$ cat config.mk
export PLATFORM = sky130hd
export DESIGN_NAME = midpoint_ellipse_rasterizer
export DESIGN_NICKNAME = d
export VERILOG_FILES = /design/src/mer_pkg.sv /design/src/mer_dp.sv /design/src/mer_ctrl.sv /design/src/midpoint_ellipse_rasterizer.sv
export SDC_FILE = /design/constraint.sdc
export NUM_CORES = 2
export LEC_CHECK = 0
export ABC_AREA = 1
export BUFFER_PORTS_ARGS = -buffer_cell sky130_fd_sc_hd__buf_2
export CAP_MARGIN = 5
export CORE_MARGIN = 2
export CORE_UTILIZATION = 35
export CTS_CLUSTER_SIZE = 30
export DETAILED_ROUTE_END_ITERATION = 6
export GPL_TIMING_DRIVEN = 0
export SLEW_MARGIN = 10
export SYNTH_ARGS = -nofsm -noshare
export SYNTH_HDL_FRONTEND = slang
export SYNTH_SLANG_ARGS = --single-unit
$ cat constraint.sdc
create_clock -name clk -period 12.41 [get_ports clk]
set_input_delay 3.1025 -clock clk [delete_from_list [all_inputs] [get_ports clk]]
set_output_delay 3.1025 -clock clk [all_outputs]
set_load 0.05 [all_outputs]
$ cat src/mer_pkg.sv
// ----------------------------------------------------------------------------
// mer_pkg
// Shared widths, request encoding, datapath command encoding and status
// bundle for the midpoint ellipse rasterizer.
// ----------------------------------------------------------------------------
package mer_pkg;

	localparam int RADIUS_BITS = 10;
	localparam int COORD_BITS  = 11;

	localparam int OUT_W  = COORD_BITS + 1;
	localparam int SQ_W   = 2 * RADIUS_BITS;
	localparam int TX_W   = RADIUS_BITS + 1;
	localparam int TX2_W  = 2 * RADIUS_BITS + 2;
	localparam int PROD_W = SQ_W + TX2_W;
	localparam int DX_W   = 3 * RADIUS_BITS + 6;
	localparam int DEC_W  = 4 * RADIUS_BITS + 8;

	// request kinds
	localparam logic REQ_START = 1'b0;
	localparam logic REQ_STEP  = 1'b1;

	typedef enum logic [3:0] {
		MUL_NONE,
		MUL_RXRX,
		MUL_RYRY,
		MUL_RX2RY,
		MUL_TXTX,
		MUL_YMYM,
		MUL_RY2TA,
		MUL_RX2TB,
		MUL_RX2RY2
	} mul_op_t;

	typedef enum logic [3:0] {
		WR_NONE,
		WR_RX2,
		WR_RY2,
		WR_START,
		WR_TMP_A,
		WR_TMP_B,
		WR_ACC,
		WR_ACC_ADD,
		WR_ACC_SUB
	} wr_op_t;

	typedef struct packed {
		logic    load;
		logic    step_a;
		logic    step_b;
		logic    emit;
		mul_op_t mul_op;
		wr_op_t  wr_op;
	} dp_cmd_t;

	typedef struct packed {
		logic y_zero;
		logic switch_req;
	} dp_status_t;

endpackage

$ cat src/mer_dp.sv
// ----------------------------------------------------------------------------
// mer_dp
// Datapath: held center and radii, offsets, step terms, decision variable,
// one shared registered multiplier and the output payload register.
// ----------------------------------------------------------------------------
module mer_dp (
	input  logic                           clk,
	input  logic                           arst_n,
	input  mer_pkg::dp_cmd_t               cmd,
	output mer_pkg::dp_status_t            status,
	input  logic [mer_pkg::COORD_BITS-1:0]  center_x,
	input  logic [mer_pkg::COORD_BITS-1:0]  center_y,
	input  logic [mer_pkg::RADIUS_BITS-1:0] radius_x,
	input  logic [mer_pkg::RADIUS_BITS-1:0] radius_y,
	output logic [mer_pkg::OUT_W-1:0]        x_right,
	output logic signed [mer_pkg::OUT_W-1:0] x_left,
	output logic [mer_pkg::OUT_W-1:0]        y_below,
	output logic signed [mer_pkg::OUT_W-1:0] y_above,
	output logic                             last
);
	import mer_pkg::*;

	logic [COORD_BITS-1:0]  cx_q, cy_q;
	logic [RADIUS_BITS-1:0] rx_q, ry_q;
	logic [RADIUS_BITS-1:0] x_q, y_q;
	logic [SQ_W-1:0]        rx2_q, ry2_q;
	logic [DX_W-1:0]        dx_q, dy_q;
	logic [DEC_W-1:0]       dec_q;
	logic [TX2_W-1:0]       tmp_a_q;
	logic [SQ_W-1:0]        tmp_b_q;
	logic [PROD_W-1:0]      prod_q;
	logic                   region_two_q;
	logic                   use_dx_q, use_dy_q;

	logic [OUT_W-1:0]        x_right_q, y_below_q;
	logic signed [OUT_W-1:0] x_left_q, y_above_q;
	logic                    last_q;

	logic [SQ_W-1:0]        mul_a;
	logic [TX2_W-1:0]       mul_b;
	logic [TX_W-1:0]        tx;
	logic [RADIUS_BITS-1:0] ym_abs;
	logic                   neg, pos, incr_x, decr_y;
	logic [DEC_W-1:0]       term;

	assign tx     = {x_q, 1'b1};
	assign ym_abs = (y_q == '0) ? RADIUS_BITS'(1) : y_q - RADIUS_BITS'(1);

	always_comb begin
		unique case (cmd.mul_op)
			MUL_NONE: begin
				mul_a = '0;
				mul_b = '0;
			end
			MUL_RXRX: begin
				mul_a = SQ_W'(rx_q);
				mul_b = TX2_W'(rx_q);
			end
			MUL_RYRY: begin
				mul_a = SQ_W'(ry_q);
				mul_b = TX2_W'(ry_q);
			end
			MUL_RX2RY: begin
				mul_a = rx2_q;
				mul_b = TX2_W'(ry_q);
			end
			MUL_TXTX: begin
				mul_a = SQ_W'(tx);
				mul_b = TX2_W'(tx);
			end
			MUL_YMYM: begin
				mul_a = SQ_W'(ym_abs);
				mul_b = TX2_W'(ym_abs);
			end
			MUL_RY2TA: begin
				mul_a = ry2_q;
				mul_b = tmp_a_q;
			end
			MUL_RX2TB: begin
				mul_a = rx2_q;
				mul_b = TX2_W'(tmp_b_q);
			end
			MUL_RX2RY2: begin
				mul_a = rx2_q;
				mul_b = TX2_W'(ry2_q);
			end
			default: begin
				mul_a = '0;
				mul_b = '0;
			end
		endcase
	end

	// step decision flags
	assign neg    = dec_q[DEC_W-1];
	assign pos    = !neg && (dec_q != '0);
	assign incr_x = !region_two_q || !pos;
	assign decr_y = region_two_q || !neg;

	assign term = (use_dx_q ? DEC_W'(dx_q) : '0)
	            - (use_dy_q ? DEC_W'(dy_q) : '0)
	            + (region_two_q ? DEC_W'(rx2_q) : DEC_W'(ry2_q));

	assign status.y_zero     = (y_q == '0);
	assign status.switch_req = !region_two_q && !(dx_q < dy_q);

	always_ff @(posedge clk or negedge arst_n) begin
		if (!arst_n) begin
			region_two_q <= 1'b0;
		end else if (cmd.load) begin
			region_two_q <= 1'b0;
		end else if (cmd.wr_op == WR_ACC_SUB) begin
			region_two_q <= 1'b1;
		end
	end

	always_ff @(posedge clk) begin
		prod_q <= PROD_W'(mul_a) * PROD_W'(mul_b);

		if (cmd.load) begin
			cx_q <= center_x;
			cy_q <= center_y;
			rx_q <= radius_x;
			ry_q <= radius_y;
			x_q  <= '0;
			y_q  <= radius_y;
			dx_q <= '0;
		end

		if (cmd.step_a) begin
			use_dx_q <= incr_x;
			use_dy_q <= decr_y;
			if (incr_x) begin
				x_q  <= x_q + RADIUS_BITS'(1);
				dx_q <= dx_q + (DX_W'(ry2_q) << 1);
			end
			if (decr_y) begin
				y_q  <= y_q - RADIUS_BITS'(1);
				dy_q <= dy_q - (DX_W'(rx2_q) << 1);
			end
		end

		if (cmd.step_b) begin
			dec_q <= dec_q + (term << 2);
		end

		unique case (cmd.wr_op)
			WR_NONE: begin
			end
			WR_RX2: begin
				rx2_q <= SQ_W'(prod_q);
			end
			WR_RY2: begin
				ry2_q <= SQ_W'(prod_q);
			end
			WR_START: begin
				dy_q  <= DX_W'(prod_q) << 1;
				dec_q <= (DEC_W'(ry2_q) << 2) - (DEC_W'(prod_q) << 2) + DEC_W'(rx2_q);
			end
			WR_TMP_A: begin
				tmp_a_q <= TX2_W'(prod_q);
			end
			WR_TMP_B: begin
				tmp_b_q <= SQ_W'(prod_q);
			end
			WR_ACC: begin
				dec_q <= DEC_W'(prod_q);
			end
			WR_ACC_ADD: begin
				dec_q <= dec_q + (DEC_W'(prod_q) << 2);
			end
			WR_ACC_SUB: begin
				dec_q <= dec_q - (DEC_W'(prod_q) << 2);
			end
			default: begin
			end
		endcase

		if (cmd.emit) begin
			x_right_q <= OUT_W'(cx_q) + OUT_W'(x_q);
			x_left_q  <= OUT_W'(cx_q) - OUT_W'(x_q);
			y_below_q <= OUT_W'(cy_q) + OUT_W'(y_q);
			y_above_q <= OUT_W'(cy_q) - OUT_W'(y_q);
			last_q    <= (y_q == '0);
		end
	end

	assign x_right = x_right_q;
	assign x_left  = x_left_q;
	assign y_below = y_below_q;
	assign y_above = y_above_q;
	assign last    = last_q;

endmodule

$ cat src/mer_ctrl.sv
// ----------------------------------------------------------------------------
// mer_ctrl
// Controller: request handshake, start and region-switch multiply sequences,
// step phases, output valid and the active flag.
// ----------------------------------------------------------------------------
module mer_ctrl (
	input  logic                 clk,
	input  logic                 arst_n,
	input  logic                 in_valid,
	output logic                 in_ready,
	input  logic                 req_type,
	output logic                 out_valid,
	input  logic                 out_ready,
	input  mer_pkg::dp_status_t  status,
	output mer_pkg::dp_cmd_t     cmd
);
	import mer_pkg::*;

	typedef enum logic [3:0] {
		S_WAIT,
		S_M1,
		S_M2,
		S_M3,
		S_M4,
		S_STEP_B,
		S_INIT0,
		S_INIT1,
		S_INIT2,
		S_INIT3,
		S_INIT4,
		S_INIT5,
		S_EMIT
	} state_t;

	state_t state_q, state_d;
	logic   out_valid_q, active_q;
	logic   slot_free, accept;

	assign in_ready  = (state_q == S_WAIT);
	assign accept    = in_valid && in_ready;
	assign slot_free = !out_valid_q || out_ready;
	assign out_valid = out_valid_q;

	always_comb begin
		cmd     = '0;
		state_d = state_q;
		unique case (state_q)
			S_WAIT: begin
				if (accept && req_type == REQ_START) begin
					cmd.load = 1'b1;
					state_d  = S_M1;
				end else if (accept && active_q) begin
					cmd.step_a = 1'b1;
					state_d    = S_STEP_B;
				end
			end
			S_M1: begin
				cmd.mul_op = MUL_RXRX;
				state_d    = S_M2;
			end
			S_M2: begin
				cmd.mul_op = MUL_RYRY;
				cmd.wr_op  = WR_RX2;
				state_d    = S_M3;
			end
			S_M3: begin
				cmd.mul_op = MUL_RX2RY;
				cmd.wr_op  = WR_RY2;
				state_d    = S_M4;
			end
			S_M4: begin
				cmd.wr_op = WR_START;
				state_d   = S_EMIT;
			end
			S_STEP_B: begin
				cmd.step_b = 1'b1;
				if (status.switch_req) begin
					state_d = S_INIT0;
				end else if (slot_free) begin
					cmd.emit = 1'b1;
					state_d  = S_WAIT;
				end else begin
					state_d = S_EMIT;
				end
			end
			S_INIT0: begin
				cmd.mul_op = MUL_TXTX;
				state_d    = S_INIT1;
			end
			S_INIT1: begin
				cmd.mul_op = MUL_YMYM;
				cmd.wr_op  = WR_TMP_A;
				state_d    = S_INIT2;
			end
			S_INIT2: begin
				cmd.mul_op = MUL_RY2TA;
				cmd.wr_op  = WR_TMP_B;
				state_d    = S_INIT3;
			end
			S_INIT3: begin
				cmd.mul_op = MUL_RX2TB;
				cmd.wr_op  = WR_ACC;
				state_d    = S_INIT4;
			end
			S_INIT4: begin
				cmd.mul_op = MUL_RX2RY2;
				cmd.wr_op  = WR_ACC_ADD;
				state_d    = S_INIT5;
			end
			S_INIT5: begin
				cmd.wr_op = WR_ACC_SUB;
				state_d   = S_EMIT;
			end
			S_EMIT: begin
				if (slot_free) begin
					cmd.emit = 1'b1;
					state_d  = S_WAIT;
				end
			end
			default: begin
				state_d = S_WAIT;
			end
		endcase
	end

	always_ff @(posedge clk or negedge arst_n) begin
		if (!arst_n) begin
			state_q     <= S_WAIT;
			out_valid_q <= 1'b0;
			active_q    <= 1'b0;
		end else begin
			state_q <= state_d;
			if (cmd.emit) begin
				out_valid_q <= 1'b1;
			end else if (out_ready) begin
				out_valid_q <= 1'b0;
			end
			if (cmd.load) begin
				active_q <= 1'b1;
			end else if (cmd.emit) begin
				active_q <= !status.y_zero;
			end
		end
	end

endmodule

$ cat src/midpoint_ellipse_rasterizer.sv
// ----------------------------------------------------------------------------
// midpoint_ellipse_rasterizer
// Midpoint ellipse rasterizer: start requests latch center and radii and emit
// the top point, step requests walk the first quadrant one point at a time.
//
//   channel  handshake            payload
//   in       in_valid/in_ready    req_type, center_x, center_y, radius_x, radius_y
//   out      out_valid/out_ready  x_right, x_left, y_below, y_above, last
//
// a step request applies its step and registers its point; a step that crosses
// into region two adds the five products of the shared multiplier
// a start request reaches its point after three squaring and product steps
// through the same multiplier
// a step request while idle is taken and gives no point
// the output register lets the next request in while a point waits; a stalled
// output holds the controller in its emit state
// ----------------------------------------------------------------------------
module midpoint_ellipse_rasterizer (
	input  logic                            clk,
	input  logic                            arst_n,
	input  logic                            in_valid,
	output logic                            in_ready,
	input  logic                            req_type,
	input  logic [mer_pkg::COORD_BITS-1:0]  center_x,
	input  logic [mer_pkg::COORD_BITS-1:0]  center_y,
	input  logic [mer_pkg::RADIUS_BITS-1:0] radius_x,
	input  logic [mer_pkg::RADIUS_BITS-1:0] radius_y,
	output logic                            out_valid,
	input  logic                            out_ready,
	output logic [mer_pkg::OUT_W-1:0]        x_right,
	output logic signed [mer_pkg::OUT_W-1:0] x_left,
	output logic [mer_pkg::OUT_W-1:0]        y_below,
	output logic signed [mer_pkg::OUT_W-1:0] y_above,
	output logic                             last
);
	import mer_pkg::*;

	dp_cmd_t    cmd;
	dp_status_t status;

	mer_ctrl u_ctrl (
		.clk       (clk),
		.arst_n    (arst_n),
		.in_valid  (in_valid),
		.in_ready  (in_ready),
		.req_type  (req_type),
		.out_valid (out_valid),
		.out_ready (out_ready),
		.status    (status),
		.cmd       (cmd)
	);

	mer_dp u_dp (
		.clk      (clk),
		.arst_n   (arst_n),
		.cmd      (cmd),
		.status   (status),
		.center_x (center_x),
		.center_y (center_y),
		.radius_x (radius_x),
		.radius_y (radius_y),
		.x_right  (x_right),
		.x_left   (x_left),
		.y_below  (y_below),
		.y_above  (y_above),
		.last     (last)
	);

endmodule
* Word level (Yosys, flattened, before mapping)
Cells that the tools add are included.
** Storage, ports and cells
- Register bits after elaboration :: 364
- Word-level logic and storage cells :: 145
- Output and inout port bits :: 51
- Input bits :: 47
** Cells by class
- Equal/unequal tests :: 30
- Add/subtract/negate cells :: 15
- $lt $le $gt $ge :: 1
- Muxes and demuxes :: 42
- Reduce and logical (&&, ||, !) cells :: 29
- Bitwise operators :: 1
- Multiply operators :: 1
** Operator list (number)
- $mux W36 :: 8
- $pmux W48 S4 :: 1
- $pmux W22 S7 :: 1
- $pmux W20 S6 :: 1
- $mux W10 :: 7
- $pmux W4 S8 :: 2
- $add A48 B20 Y48 :: 1
- $add A48 B44 Y48 :: 1
- $add A48 B48 Y48 :: 1
- $eq A4 B3 Y1 const B :: 12
- $mux W48 :: 1
- $pmux W4 S12 :: 1
- $reduce_bool A48 Y1 :: 1
- $sub A48 B44 Y48 :: 1
- $add A46 B46 Y46 :: 1
- $sub A46 B46 Y46 :: 1
- $sub A22 B44 Y45 :: 1
- $mul A20 B22 Y42 :: 1
- $add A36 B21 Y36 :: 1
- $lt A36 B36 Y1 :: 1
- $sub A36 B21 Y36 :: 1
- $eq A4 B4 Y1 const B :: 7
- $add A11 B10 Y12 :: 2
- $eq A4 B2 Y1 const B :: 6
- other kinds (22) :: 58

* Logic depth before layout (Yosys ltp)
- Depth in word-level cells :: 9
- Depth in mapped cells :: 43
- Depth with buffers taken out :: 42

* Hierarchy
Synthesis repeated with hierarchy kept, for this count alone.
** Unflattened totals
- Cell total of the unflattened synthesis :: 6362
- Area, all modules :: 46489.6 µm²
** Modules (own cells, without submodules)
- mer_dp :: cells each 6283, times used 1, area each 46002.9 µm², seq. area each 9684.3 µm²
- mer_ctrl :: cells each 79, times used 1, area each 486.7 µm², seq. area each 150.1 µm²

* Worst setup path before layout
OpenSTA, ideal clock, no wires.
- Path type :: register to register
- From :: register u_ctrl.state_q[0]
- To :: register u_dp.prod_q[33]
- Setup time :: 0.120 ns
- Period minus slack after synthesis :: 8.185 ns
- Data required time :: 12.290 ns
- Cell stages (with the launch flop) :: 37
- Arrival :: 8.065 ns
- Path slack :: 4.225 ns
- Buffers on the path :: 2
- Path through :: dfrtp_1 buf_6 nand2_1 nor2_1 nand2_2 or2_2 nand2_1 clkbuf_1 nand2_1 fa_1 inv_1 fa_1 inv_1 fa_1 inv_1 ha_1 ha_1 fa_1 inv_1 fa_1 inv_1 ha_1 nand2_1 inv_1 nand2_1 nand2_1 a21oi_1 o21ai_1 a21oi_1 inv_1 a21boi_0 o21ai_1 nand2_1 nand2_1 nand2_1 nand2_1 xor2_1
** Between the ends
- Longest elaborated chain between the ends :: 6
- Elaborated cells between the ends (all ways) :: 22
- Classes of those cells :: 1 x mul; 16 x eq/ne; 3 x mux; 2 x reduce/logical
** Ends and longest elaborated chain
- start, declared :: RTL line mer_ctrl.sv:35 : state_t state_q, state_d;
- start signal, assigned :: RTL line mer_ctrl.sv:132 : state_q <= state_d;
- $eq A4 B4 Y1 (tied with other cells) :: RTL line mer_ctrl.sv:47 : unique case (state_q)
- $pmux W4 S8 (*) :: RTL line mer_ctrl.sv:47
- $eq A4 B2 Y1 (tied with other cells) :: RTL line mer_dp.sv:50 : unique case (cmd.mul_op)
- $reduce_or A3 Y1 (no source line) / $reduce_or A2 Y1 (equally long branches)
- $pmux W20 S6 / $pmux W22 S7 (equally long branches) :: RTL line mer_dp.sv:50
- $mul A20 B22 Y42 (*) :: RTL line mer_dp.sv:118 : prod_q <= PROD_W'(mul_a) * PROD_W'(mul_b);
- end signal, assigned :: RTL line mer_dp.sv:118
- end, declared :: RTL line mer_dp.sv:31 : logic [PROD_W-1:0] prod_q;
Every way passes the cells marked *; elsewhere a longest branch is shown, timed or not.
A chain may end at the register's enable or synchronous reset.

* Final worst setup path
- From :: register u_dp.y_q[1]
- To :: register u_dp.prod_q[28]
** Between the ends
- Longest elaborated chain between the ends :: 4
- Elaborated cells between the ends (all ways) :: 6
- Classes of those cells :: 1 x add/sub; 1 x mul; 3 x mux; 1 x reduce/logical
** Ends and longest elaborated chain
- start, declared :: RTL line mer_dp.sv:25 : logic [RADIUS_BITS-1:0] x_q, y_q;
- start signal, assigned :: RTL line mer_dp.sv:126 : y_q <= radius_y;
- start signal, assigned :: RTL line mer_dp.sv:138 : y_q <= y_q - RADIUS_BITS'(1);
- $sub A10 B1 Y10 / $logic_not A10 Y1 (equally long branches) :: RTL line mer_dp.sv:47 : assign ym_abs = (y_q == '0) ? RADIUS_BITS'(1) : y_q - RADIUS_BITS'(1);
- $mux W10 (*) :: RTL line mer_dp.sv:47
- $pmux W22 S7 / $pmux W20 S6 (equally long branches) :: RTL line mer_dp.sv:50
- $mul A20 B22 Y42 (*) :: RTL line mer_dp.sv:118
Marks and branches as above.

==> flow_summary.json <==
{
  "crit_path_max_fanout": 10,
  "totalNegativeSetupSlack_ps": 0,
  "hold_viol_final": 0,
  "core_area_um2": 131000,
  "max-clock-path-buffers": 3,
  "pin_count_of_the_biggest_net_entering_global_routing": 52,
  "post_layout_net_count": 7234,
  "global_route.usage.total": 0.262,
  "cts_inserted_buffers": 43,
  "skew_ps": 28.5,
  "yosys.cell_types.count": 75,
  "synth-async-reset-ratio": 0.0194,
  "max_slew.worst_pin.slew_ps": 1410,
  "drt_first_iter_violations": 4050,
  "drive_above_1_share": 0.0596,
  "fin_crit_sh": 0.841,
  "timing.hold.worst_endpoint": "u_dp.tmp_b_q[7]",
  "cts_root_buf": "sky130_fd_sc_hd__clkbuf_16",
  "grt_remaining_overflow": 0,
  "cap_viol_max_count": 0,
  "sequential_cell_area_um2": 9830,
  "placementRows": 133,
  "violated_checks": "DRC",
  "first_global_vias": 43400,
  "port-buffer-count": 97,
  "critical_path_class": "reg -> reg",
  "grt_pass1_wl_um": 268000,
  "max_freq_ghz": 0.0958,
  "min-delay-start": "u_dp.prod_q[7]",
  "fillCellCount": 13900,
  "endpoint_kind": "register",
  "insertion_delay_ps": 600,
  "max-slew-margin-rel": 0.0497,
  "vias_per_cell": 5.30,
  "outcome": "complete, but fails checks",
  "worstRegToRegCells": 33,
  "mappedNetlistArea_um2": 46000,
  "timing.final.crit_period_ps": 10440,
  "postSynthRegisterBits": 361,
  "gpl.final_weighted_congestion": 0.994,
  "layout-area-overhead-vs-synth_pct": 9.24,
  "min-delay-path-class": "reg -> reg",
  "routed_wl_um": 178000,
  "worst_setup_path_start_kind": "register",
  "drv_slew": 0,
  "critical-path-top-cell-by-count": "sky130_fd_sc_hd__fa_1",
  "cts.repair_timing.setup_buffer_count": 0,
  "critical_path.max_stage_delay_ps": 930,
  "clock_sink_count": 361,
  "timing.critical_path.arrival_ps": 10930,
  "cp.buffers_inverters": 8,
  "cts-htree-levels": 2,
  "timing.final.setup_violations": 0,
  "post_cts_clock_slew_at_the_launch_and_capture_registers_of_the_worst_setup_and_hold_paths_ps": 60,
  "detail_route.wl_per_cell_um": 21.7,
  "synthCells": 6250,
  "final_antenna_net_count": 0,
  "synth_enable_flop_cells": 257,
  "critical_path.reg2reg.endpoint": "u_dp.prod_q[28]",
  "tritoncts": "built",
  "firstDrtPassIters": 7,
  "synth.yosys.warnings": 0,
  "floorplan.die.width_um": 367,
  "via_count": 43400,
  "r2r_setup_slack_ps": 1970,
  "floorplan.initialDensity": 0.351,
  "mappedNetlistNets": 7087,
  "ctsHoldBuffers": 0,
  "multi_input_comb_area_um2": 30900,
  "cp_slowest_cell": "sky130_fd_sc_hd__nor4_1",
  "ys_dominant_reg_cell": "sky130_fd_sc_hd__edfxtp_1",
  "cts_resized": 0,
  "cp.required_ps": 12890,
  "post-route-drc-count": 2,
  "hold_path_depth": 0,
  "synth_sequential_area_ratio": 0.214,
  "die-area_um2": 134000,
  "r2r_path_start": "u_dp.y_q[1]",
  "mean_syn_cell_area_um2": 7.36,
  "final_common_cell": "sky130_fd_sc_hd__nand2_1",
  "grt_setup_unrepaired": "no",
  "io_pins": 98,
  "fp.dieH_um": 367,
  "grt_antenna_before_repair": 3,
  "largest_delay_contributor_family_on_the_critical_path": "adder cells",
  "timing.critical_path.depth": 33,
  "dp_hpwl_um": 150000,
  "mostFrequentLayoutCells": "sky130_fd_sc_hd__nand2_1 (1,428), sky130_fd_sc_hd__inv_1 (1,214), sky130_fd_sc_hd__nor2_1 (520), sky130_fd_sc_hd__ha_1 (405), sky130_fd_sc_hd__fa_1 (385)"
}
## layer usage
layer	vias to the layer above	part of all wire	track usage
li1	20300	-	-
met1	21100	0.42	0.338
met2	1649	0.47	0.440
met3	340	0.077	0.0454
met4	2	0.040	0.0909
met5	-	0.000062	0
## worst max-delay path by stage
stage	slack, ps	startpoint	endpoint
final	1970	u_dp.y_q[1]	u_dp.prod_q[28]
after global routing	1640	u_dp.y_q[1]	u_dp.prod_q[28]
after CTS	2270	u_ctrl.state_q[1]	u_dp.prod_q[28]
after detailed placement	2300	u_ctrl.state_q[1]	u_dp.prod_q[28]
after global placement	1710	u_ctrl.state_q[0]	u_dp.prod_q[28]
after floorplan	4230	u_ctrl.state_q[0]	u_dp.prod_q[33]
## flip-flops by register name, indices dropped and copies added, names as in the netlist, 4 cells and up
| name | cells |
|---|---|
| u_dp.ry2_q | 20 |
| u_dp.y_below | 11 |
| u_ctrl.state_q | 4 |
| u_dp.prod_q | 42 |
| u_dp.rx_q | 10 |
| u_dp.x_right | 11 |
| u_dp.dx_q | 36 |
| u_dp.tmp_a_q | 22 |
| u_dp.dy_q | 35 |
| u_dp.cy_q | 11 |
| u_dp.ry_q | 10 |
| u_dp.tmp_b_q | 20 |
| u_dp.dec_q | 48 |
| u_dp.x_left | 12 |
| u_dp.cx_q | 11 |
| u_dp.rx2_q | 20 |
| u_dp.x_q | 10 |
| u_dp.y_above | 12 |
| u_dp.y_q | 10 |
## cell type report
type | instances | area share
Multi-Input combinational cell | 4501 | 0.615
Sequential cell | 361 | 0.196
Inverter | 1256 | 0.0938
Tap cell | 1755 | 0.0437
Clock buffer | 56 | 0.0240
Timing Repair Buffer | 102 | 0.0115
Buffer | 132 | 0.0114
Clock inverter | 21 | 0.00485
Antenna cell | 1 | 0.0000498
## through the flow
| step | setup slack, ps | hold WS (ps) | utilization | area [um^2] | std cells |
|---|---|---|---|---|---|
| floorplan | 4230 | 455 | - | 46000 | 6250 |
| global placement | 1710 | 486 | 0.372 | 48700 | 8102 |
| detailed placement | 2300 | 488 | 0.373 | 48800 | 8107 |
| CTS | 2270 | 514 | 0.384 | 50200 | 8184 |
| global route | 1640 | 527 | 0.384 | 50300 | 8185 |
| finish | 1970 | 515 | 0.384 | 50300 | 8185 |
## cells in the mapped netlist (33+ instances only)
master / instances / area share
sky130_fd_sc_hd__nand2_1: 1430 / 0.12
sky130_fd_sc_hd__nand3_1: 264 / 0.029
sky130_fd_sc_hd__buf_2: 46 / 0.0050
sky130_fd_sc_hd__nor3_1: 69 / 0.0075
sky130_fd_sc_hd__a21oi_1: 366 / 0.040
sky130_fd_sc_hd__o21ai_0: 325 / 0.035
sky130_fd_sc_hd__nor4_1: 40 / 0.0054
sky130_fd_sc_hd__nand4_1: 71 / 0.0097
sky130_fd_sc_hd__edfxtp_1: 257 / 0.17
sky130_fd_sc_hd__nor2_1: 523 / 0.043
sky130_fd_sc_hd__o211ai_1: 34 / 0.0055
sky130_fd_sc_hd__xnor2_1: 50 / 0.0095
sky130_fd_sc_hd__inv_1: 1215 / 0.099
sky130_fd_sc_hd__xor2_1: 143 / 0.027
sky130_fd_sc_hd__dfxtp_1: 97 / 0.042
sky130_fd_sc_hd__fa_1: 385 / 0.17
sky130_fd_sc_hd__ha_1: 405 / 0.11
sky130_fd_sc_hd__clkbuf_1: 77 / 0.0063
sky130_fd_sc_hd__o21bai_1: 33 / 0.0054
## cells by family (layout without fill, tap and decap cells)
| logic type | count (synthesis) | after routing | share of synthesized area |
|---|---|---|---|
| multiplexers | 3 | 3 | 0.000653 |
| buffers and inverters | 1388 | 1567 | 0.115 |
| adder cells (fa/ha/maj) | 790 | 790 | 0.278 |
| AO/OA/AOI/OAI | 975 | 975 | 0.121 |
| XOR/XNOR | 196 | 196 | 0.0378 |
| other | 0 | 1 | 0 |
| flip-flops | 361 | 361 | 0.214 |
| AND/OR/NAND/NOR | 2537 | 2537 | 0.234 |
Power is not shown: default switching activity piles up to over one toggle a cycle in this logic, so the estimate is an artifact.
